$ cat src/design/dq_pkg.sv
`timescale 1ns / 1ps
`default_nettype none
// ----------------------------------------------------------------------------
// dq_pkg
// Shared codes and defaults for the double-ended queue.
// ----------------------------------------------------------------------------
package dq_pkg;

	localparam int DEPTH_DEF      = 16;
	localparam int DATA_WIDTH_DEF = 32;

	localparam int OP_W = 3;
	localparam logic [OP_W-1:0] OP_PUSH_FRONT = 3'd0;
	localparam logic [OP_W-1:0] OP_PUSH_REAR  = 3'd1;
	localparam logic [OP_W-1:0] OP_POP_FRONT  = 3'd2;
	localparam logic [OP_W-1:0] OP_POP_REAR   = 3'd3;
	localparam logic [OP_W-1:0] OP_PEEK       = 3'd4;

	typedef enum logic [1:0] {
		STAT_OK        = 2'd0,
		STAT_OVERFLOW  = 2'd1,
		STAT_UNDERFLOW = 2'd2
	} status_t;

	typedef enum logic [1:0] {
		ST_IDLE  = 2'b01,
		ST_FETCH = 2'b10
	} state_t;

endpackage
`default_nettype wire

$ cat src/design/double_ended_queue.sv
`timescale 1ns / 1ps
`default_nettype none
// ----------------------------------------------------------------------------
// double_ended_queue
// Bounded deque of signed values held in a ring memory of DEPTH entries.
// ----------------------------------------------------------------------------
// Usage:
//   Command channel: drive operation and push_value with start high; the beat
//   is taken at an edge where start is high and busy is low.
//   Result channel: done is high for exactly one cycle; status, popped_value,
//   front_value, rear_value, occupancy and is_empty are valid in that cycle.
//   The receiver cannot stall, so results are never held back.
// Timing and throughput:
//   Push, peek, overflow, underflow and a pop that empties the queue: result
//   in the cycle after the accept, a new command every cycle.
//   A pop that leaves entries behind: the new front (or rear) is read from
//   the ring memory into rd_data_q, then the ST_FETCH state copies it into
//   the cached end register and raises done; busy is high for one cycle.
//   Front and rear values are cached in registers; the memory read port
//   only serves the refill after a pop.
// Reset: head and count go to zero (queue empty); the ring contents are not
//   cleared, an entry is read only after a push has written it.
// ----------------------------------------------------------------------------
module double_ended_queue #(
	parameter int DEPTH      = dq_pkg::DEPTH_DEF,
	parameter int DATA_WIDTH = dq_pkg::DATA_WIDTH_DEF
) (
	input  wire                              clk,
	input  wire                              arst_n,
	input  wire                              start,
	output logic                             busy,
	input  wire  [dq_pkg::OP_W-1:0]          operation,
	input  wire  signed [DATA_WIDTH-1:0]     push_value,
	output logic                             done,
	output logic [1:0]                       status,
	output logic signed [DATA_WIDTH-1:0]     popped_value,
	output logic signed [DATA_WIDTH-1:0]     front_value,
	output logic signed [DATA_WIDTH-1:0]     rear_value,
	output logic [$clog2(DEPTH+1)-1:0]       occupancy,
	output logic                             is_empty
);
	import dq_pkg::*;

	localparam int IDX_W = $clog2(DEPTH);
	localparam int CNT_W = $clog2(DEPTH+1);
	localparam logic [CNT_W-1:0] DEPTH_C  = CNT_W'(DEPTH);
	localparam logic [IDX_W-1:0] IDX_LAST = IDX_W'(DEPTH-1);

	function automatic logic [IDX_W-1:0] ring_add(input logic [IDX_W-1:0] base,
		input logic [IDX_W-1:0] off);
		logic [IDX_W:0] sum;
		sum = {1'b0, base} + {1'b0, off};
		if (sum >= (IDX_W+1)'(DEPTH)) begin
			sum = sum - (IDX_W+1)'(DEPTH);
		end
		return sum[IDX_W-1:0];
	endfunction

	logic signed [DATA_WIDTH-1:0] ring_mem [DEPTH];
	logic signed [DATA_WIDTH-1:0] rd_data_q;

	state_t                       state_q;
	logic [IDX_W-1:0]             head_q;
	logic [CNT_W-1:0]             count_q;
	logic signed [DATA_WIDTH-1:0] front_q;
	logic signed [DATA_WIDTH-1:0] rear_q;
	logic                         fetch_front_q;
	logic                         done_q;
	status_t                      status_q;
	logic signed [DATA_WIDTH-1:0] popped_q;

	logic                         accept;
	logic                         q_empty;
	logic                         q_full;
	logic [IDX_W-1:0]             head_inc;
	logic [IDX_W-1:0]             head_dec;
	logic                         wr_en;
	logic [IDX_W-1:0]             wr_addr;
	logic                         rd_en;
	logic [IDX_W-1:0]             rd_addr;

	assign accept   = start && !busy;
	assign q_empty  = (count_q == '0);
	assign q_full   = (count_q == DEPTH_C);
	assign head_inc = (head_q == IDX_LAST) ? '0 : head_q + 1'b1;
	assign head_dec = (head_q == '0) ? IDX_LAST : head_q - 1'b1;

	// memory port control; a refill read is needed only when entries remain
	always_comb begin
		wr_en   = 1'b0;
		wr_addr = head_dec;
		rd_en   = 1'b0;
		rd_addr = head_inc;
		if (accept) begin
			unique case (operation)
				OP_PUSH_FRONT: begin
					wr_en   = !q_full;
					wr_addr = head_dec;
				end
				OP_PUSH_REAR: begin
					wr_en   = !q_full;
					wr_addr = ring_add(head_q, count_q[IDX_W-1:0]);
				end
				OP_POP_FRONT: begin
					rd_en   = (count_q > CNT_W'(1));
					rd_addr = head_inc;
				end
				OP_POP_REAR: begin
					rd_en   = (count_q > CNT_W'(1));
					rd_addr = ring_add(head_q, IDX_W'(count_q - CNT_W'(2)));
				end
				default: begin
				end
			endcase
		end
	end

	always_ff @(posedge clk) begin
		if (wr_en) begin
			ring_mem[wr_addr] <= push_value;
		end
		if (rd_en) begin
			rd_data_q <= ring_mem[rd_addr];
		end
	end

	// control state
	always_ff @(posedge clk or negedge arst_n) begin
		if (!arst_n) begin
			state_q <= ST_IDLE;
			head_q  <= '0;
			count_q <= '0;
			done_q  <= 1'b0;
		end else begin
			done_q <= 1'b0;
			unique case (state_q)
				ST_IDLE: begin
					if (accept) begin
						done_q <= !rd_en;
						if (rd_en) begin
							state_q <= ST_FETCH;
						end
						unique case (operation)
							OP_PUSH_FRONT: begin
								if (!q_full) begin
									head_q  <= head_dec;
									count_q <= count_q + 1'b1;
								end
							end
							OP_PUSH_REAR: begin
								if (!q_full) begin
									count_q <= count_q + 1'b1;
								end
							end
							OP_POP_FRONT: begin
								if (!q_empty) begin
									head_q  <= head_inc;
									count_q <= count_q - 1'b1;
								end
							end
							OP_POP_REAR: begin
								if (!q_empty) begin
									count_q <= count_q - 1'b1;
								end
							end
							default: begin
							end
						endcase
					end
				end
				ST_FETCH: begin
					state_q <= ST_IDLE;
					done_q  <= 1'b1;
				end
				default: state_q <= ST_IDLE;
			endcase
		end
	end

	// result payload and cached end values
	always_ff @(posedge clk) begin
		if (accept) begin
			status_q <= STAT_OK;
			popped_q <= '1;
			unique case (operation)
				OP_PUSH_FRONT: begin
					if (q_full) begin
						status_q <= STAT_OVERFLOW;
					end else begin
						front_q <= push_value;
						if (q_empty) begin
							rear_q <= push_value;
						end
					end
				end
				OP_PUSH_REAR: begin
					if (q_full) begin
						status_q <= STAT_OVERFLOW;
					end else begin
						rear_q <= push_value;
						if (q_empty) begin
							front_q <= push_value;
						end
					end
				end
				OP_POP_FRONT: begin
					fetch_front_q <= 1'b1;
					if (q_empty) begin
						status_q <= STAT_UNDERFLOW;
					end else begin
						popped_q <= front_q;
					end
				end
				OP_POP_REAR: begin
					fetch_front_q <= 1'b0;
					if (q_empty) begin
						status_q <= STAT_UNDERFLOW;
					end else begin
						popped_q <= rear_q;
					end
				end
				default: begin
				end
			endcase
		end else if (state_q == ST_FETCH) begin
			if (fetch_front_q) begin
				front_q <= rd_data_q;
			end else begin
				rear_q <= rd_data_q;
			end
		end
	end

	assign busy         = (state_q == ST_FETCH);
	assign done         = done_q;
	assign status       = status_q;
	assign popped_value = popped_q;
	assign front_value  = q_empty ? '0 : front_q;
	assign rear_value   = q_empty ? '0 : rear_q;
	assign occupancy    = count_q;
	assign is_empty     = q_empty;

	// checks
	a_count_bound: assert property (@(posedge clk) disable iff (!arst_n)
		count_q <= DEPTH_C)
		else $error("entry count above depth");

	a_fetch_done: assert property (@(posedge clk) disable iff (!arst_n)
		(state_q == ST_FETCH) |-> (!done_q ##1 done_q))
		else $error("refill cycle did not end in a result");

	a_count_step: assert property (@(posedge clk) disable iff (!arst_n)
		accept |=> (count_q == $past(count_q) || count_q == $past(count_q) + 1'b1 ||
			count_q == $past(count_q) - 1'b1))
		else $error("count moved by more than one entry");

	a_refill_nonempty: assert property (@(posedge clk) disable iff (!arst_n)
		(state_q == ST_FETCH) |-> !q_empty)
		else $error("refill started on an empty queue");

endmodule
`default_nettype wire
$ cat config.mk
export PLATFORM = sky130hd
export DESIGN_NAME = double_ended_queue
export DESIGN_NICKNAME = d
export VERILOG_FILES = /design/src/design/dq_pkg.sv /design/src/design/double_ended_queue.sv
export SDC_FILE = /design/constraint.sdc
export NUM_CORES = 1
export LEC_CHECK = 0
export BUFFER_PORTS_ARGS = -buffer_cell sky130_fd_sc_hd__buf_4
export CAP_MARGIN = 10
export CORE_MARGIN = 4
export CORE_UTILIZATION = 43
export DETAILED_ROUTE_END_ITERATION = 12
export PLACE_DENSITY = 0.69
export SYNTH_ARGS = -nofsm -noshare
export SYNTH_HDL_FRONTEND = slang
export SYNTH_SLANG_ARGS = --single-unit
export TNS_END_PERCENT = 20
$ cat constraint.sdc
create_clock -name clk -period 8.6 [get_ports clk]
set_clock_uncertainty 0.2 [all_clocks]
set_input_delay 1.72 -clock clk [delete_from_list [all_inputs] [get_ports clk]]
set_output_delay 1.72 -clock clk [all_outputs]
set_load 0.01 [all_outputs]
### Yosys cells after proc, flatten, opt, wreduce, memory -nomap -nowiden

Memory sizes are Yosys's and may differ from the RTL's. A register that Yosys moved wholly into a read port is not among the register bits.
Cells that the tools add are included.

| operators by class | value |
|---|---|
| add/subtract/negate cells | 9 |
| order comparisons | 3 |
| eq/ne operators | 19 |
| mux-type cells | 45 |
| reductions and logical operators | 20 |

Operators by type and width:

| operator | count |
|---|---|
| $mux W32 | 13 |
| $pmux W32 S2 | 3 |
| $mux W4 | 10 |
| $ne A2 B2 Y1 const B | 6 |
| $ne A3 B3 Y1 const B | 4 |
| $reduce_and A6 Y1 | 2 |
| $sub A4 B1 Y4 const B | 3 |
| $add A4 B4 Y5 | 2 |
| $ge A5 B5 Y1 const B | 2 |
| $mux W5 | 2 |
| $pmux W5 S2 | 1 |
| $reduce_and A5 Y1 | 2 |
| $reduce_bool A2 Y1 | 5 |
| $mux W1 | 8 |
| $mux W2 | 4 |
| $pmux W4 S2 | 1 |
| $eq A3 B2 Y1 const B | 2 |
| $add A5 B1 Y5 const B | 1 |
| $eq A5 B5 Y1 const B | 1 |
| $gt A5 B1 Y1 const B | 1 |
| $logic_not A5 Y1 | 1 |
| $sub A5 B1 Y5 const B | 1 |
| $add A4 B1 Y4 const B | 1 |
| $eq A4 B4 Y1 const B | 1 |
| other kinds (14) | 19 |

| storage, ports and cells | value |
|---|---|
| register bits | 111 |
| bits in writable memories | 512 |
| output and inout bits | 106 |
| logic and storage cells | 106 |
| memories | 1 |

Memories:

| name | words | bits a word | rd ports | clocked after Yosys merged registers in | write ports | line | text |
|---|---|---|---|---|---|---|---|
| ring_mem | 16 | 32 | 1 | 1 | 1 | double_ended_queue.sv:59 | `logic signed [DATA_WIDTH-1:0] ring_mem [DEPTH];` |

### Longest topological paths before layout

| logic depth | value |
|---|---|
| depth in word-level cells | 7 |
| gate-level depth with buffers | 13 |

### Least setup slack after synthesis

No wires, ideal clock.

| timing | value |
|---|---|
| path type | input to register |
| start point | input port start |
| end point | memory ring_mem[13][0] (netlist name) (enable) |
| library setup time | 461 ps |
| arrival | 4946 ps |
| required time | 7939 ps |
| setup slack | 2993 ps |
| cell stages on the path | 6 |
| path buffers | 1 |
| path through | nand2b_1 buf_2 inv_2 nand3_1 mux2_1 nor3_1 |

| on the way | value |
|---|---|
| longest elaborated chain between the ends | 4 |

Ends and longest elaborated chain:

| what | line | text |
|---|---|---|
| start: declaration | double_ended_queue.sv:30 | `input wire start,` |
| $logic_and A1 B1 Y1 (*) | double_ended_queue.sv:82 | `assign accept = start && !busy;` |
| $mux W1 | double_ended_queue.sv:94 | `if (accept) begin` |
| $mux W1 | double_ended_queue.sv:119 | `if (wr_en) begin` |
| $mux W1 (implied by the code) | double_ended_queue.sv:120 | `ring_mem[wr_addr] <= push_value;` |
| end: declaration | double_ended_queue.sv:59 |  |

Mark *: on every way between the ends. The rest lies on a longest branch, timed or not.

### Worst setup path in the final report

| timing | value |
|---|---|
| start point | input port start |
| end point | memory ring_mem[6][13] (netlist name) (enable) |

Same word-level chain as after synthesis.

==> results.py <==
metrics = {
    "outcome": {
        "outcome": "complete, no violations",
    },
    "logic_synthesis": {
        "avgSynthCellArea_um2": 14.7,
        "ys_types": 53,
        "yosysSeqAreaShare": 0.734,
        "yosysTopAreaCellShare": 0.722,
        "synth_cells": 1818,
        "synth_top_cell_by_area": "edfxtp_1",
        "ys_seq_elements": 655,
        "yosys-top-cells-area": "edfxtp_1, nand3_1, nand2_1, mux4_2, a211oi_1",
        "syn_area_mm2": 0.0267,
        "synth-edff-count": 643,
        "synth.most_common_cell": "edfxtp_1",
        "syn_nets": 1874,
        "synth_ff_type": "edfxtp_1",
        "synth_commonest_cells": "edfxtp_1, nand2_1, nand3_1, nor3_1, clkbuf_1",
        "async_flop_share": 0.0183,
        "ys_warn_count": 0,
    },
    "critical_path": {
        "max_stage_delay_ps": 920,
        "crit_family": "buffers and inverters",
        "ff2ff_setup_slack_ps": 3350,
        "crit_required_ps": 8670,
        "critPathLaunchType": "input pin",
        "critPathArrivalTime_ps": 5570,
        "cp_max_fo": 69,
        "path_common_cell": "buf_4",
        "crit_type": "in -> reg",
        "crit_path_cell_trace": "buf_4 > nand2b_1 > buf_4 > inv_2 > buf_4 > nand3_1 > mux2_1 > nor3_2 > buf_4",
        "cp_num_buf_inv": 5,
        "endpoint_kind": "flip-flop",
        "cpMaxStageDelayCell": "nor3_2",
    },
    "global_routing": {
        "grt_usage": 0.198,
        "grt_busiest_layer": "met2",
        "grt_use_met1": 0.272,
        "overflow": 0,
        "use_met3": 0.0390,
        "grt_max_degree": 129,
        "grt_pass1_vias": 16300,
        "antenna_found_initial": 1,
        "grt_pass1_wl_mm": 101,
        "grt_use_met2": 0.320,
    },
    "clock_network": {
        "cts_made_buffers": 60,
        "cts_resized": 0,
        "clkLatencyLatePin_ps": 630,
        "cts_tree": "built",
        "clock_path_buffers": 3,
        "cts.sinks": 655,
        "holdBufCountCts": 0,
        "cts_max_level": 2,
        "post_cts_buffers": 0,
        "clk_pin_slew_ps": 60,
        "root_buffer": "clkbuf_16",
    },
    "cells_and_area": {
        "regArea_mm2": 0.0196,
        "drive_above_1_share": 0.172,
        "fin_area_mm2": 0.0306,
        "fillers": 5123,
        "multiInputGateArea_mm2": 0.00667,
        "area_delta_synth_final_pct": 14.6,
        "fin_nets": 1986,
    },
    "placed_design": {
        "io_buffers": 143,
        "dp_hpwl_mm": 36.6,
        "place_ws_ps": 2360,
        "dpl_cell_area_mm2": 0.0287,
        "gp_congestion": 0.806,
    },
    "pwr": {
        "power_w": 0.0103,
        "power.density_mw_per_mm2": 335,
        "p_leak_nw": 10.3,
        "ir_worst_vdd_uv": 341,
    },
    "die": {
        "die-area_mm2": 0.0662,
        "die_w_um": 257,
        "rows": 91,
        "die_y_um": 257,
        "ios": 144,
        "start_util": 0.434,
        "fp.coreArea_mm2": 0.0616,
    },
    "drt": {
        "vias": 16400,
        "first_pass_iters": 7,
        "wl_mm": 67.1,
        "wl_per_cell_um": 23.8,
        "drtIter0Drc": 1728,
        "ant_nets": 0,
        "viasPerCell": 5.83,
        "drc": 0,
    },
    "timing": {
        "worst_pin_slew_ps": 1100,
        "hold_viol": 0,
        "drv_slew": 0,
        "post-route-min-period_ps": 5500,
        "rsz0062_at_grt": "no",
        "final-setup-viol-count": 0,
        "fin_ws_ps": 3100,
        "relSlewSlack": 0.262,
        "max_freq_ghz": 0.182,
        "fin_crit_sh": 0.640,
        "setup_tns_ps": 0,
    },
    "worst_hold_path": {
        "hp-class": "reg -> reg",
    },
    "job": {
        "max_cap_violations": 0,
    },
}
==> routing by layer <==
metal	vias up	wire length [µm]
met5	-	0
met4	0	2230
met3	151	6170
met2	839	31800
met1	8222	27000
li1	7200	-
==> power by group <==
group / leakage, nW / total, W / internal (W) / switching, W
Sequential: 5.92 / 0.00394 / 0.00384 / 0.000106
Clock: 0.912 / 0.00256 / 0.00142 / 0.00114
Combinational: 3.52 / 0.00376 / 0.00124 / 0.00251
==> cells by family after synthesis <==
group,Yosys count,synth area share
xor gates and xnor gates,18,0.00590
and+or+nand+nor,684,0.129
AOI/OAI and AO/OA,230,0.0570
DFF,655,0.734
buffers and inverters,144,0.0242
muxes,69,0.0409
adders and majority gates,18,0.00899
==> sequential cells by signal, indices dropped and copies added (netlist names), 4 cells and up <==
| name | cells |
|---|---|
| ring_mem | 512 |
| front_q | 32 |
| popped_value | 32 |
| rd_data_q | 32 |
| rear_q | 32 |
| occupancy | 5 |
| head_q | 4 |
==> metrics by stage <==
stage          hold slack [ps]  cells   util
3_5_place_dp               311   2704  0.467
5_1_grt                    352   2816  0.497
2_1_floorplan              290   1818      -
4_1_cts                    325   2814  0.497
3_3_place_gp               299   2704  0.467
6_report                   318   2817  0.497
==> path summary, 6_finish.rpt <==
kind / from / end / depth (start not counted)
setup reg to reg: state_q[0] / ring_mem[6][13] / 10
hold reg to reg: state_q[1] / state_q[1] / 1
setup / recovery: start / ring_mem[6][13] / 9
hold / removal: state_q[1] / state_q[1] / 1
min in group asynchronous: arst_n / done / 1
max in group asynchronous: arst_n / state_q[0] / 1
==> final cells by class <==
cell class	instances	area share
clock buffers	74	0.0514
diodes	2	0.000163
inverters	12	0.00147
multi-input cells	1019	0.218
well taps	837	0.0342
flip-flops and latches	655	0.640
repair buffers	182	0.0453
clock inverters	36	0.00972
==> layout by cell type (no fill, tap or decap), drive strengths merged, types with 3 or more instances in the layout <==
| cell | Yosys | routed |
|---|---|---|
| nor2 | 15 | 15 |
| nor2b | 65 | 65 |
| xor2 | 8 | 8 |
| clkinv | 0 | 26 |
| bufinv | 0 | 4 |
| edfxtp | 643 | 643 |
| o21ai | 74 | 74 |
| mux4 | 32 | 32 |
| ha | 16 | 16 |
| or4 | 32 | 32 |
| xnor2 | 10 | 10 |
| dfrtp | 11 | 11 |
| a211o | 31 | 31 |
| buf | 59 | 182 |
| nor3 | 82 | 82 |
| and3 | 64 | 64 |
| clkbuf | 73 | 74 |
| mux2i | 35 | 35 |
| inv | 12 | 14 |
| clkinvlp | 0 | 4 |
| o21a | 3 | 3 |
| a21oi | 43 | 43 |
| nand4 | 34 | 34 |
| nand3 | 170 | 170 |
| a211oi | 63 | 63 |
| nand2 | 215 | 215 |
Power figures use the tool's default switching activity.
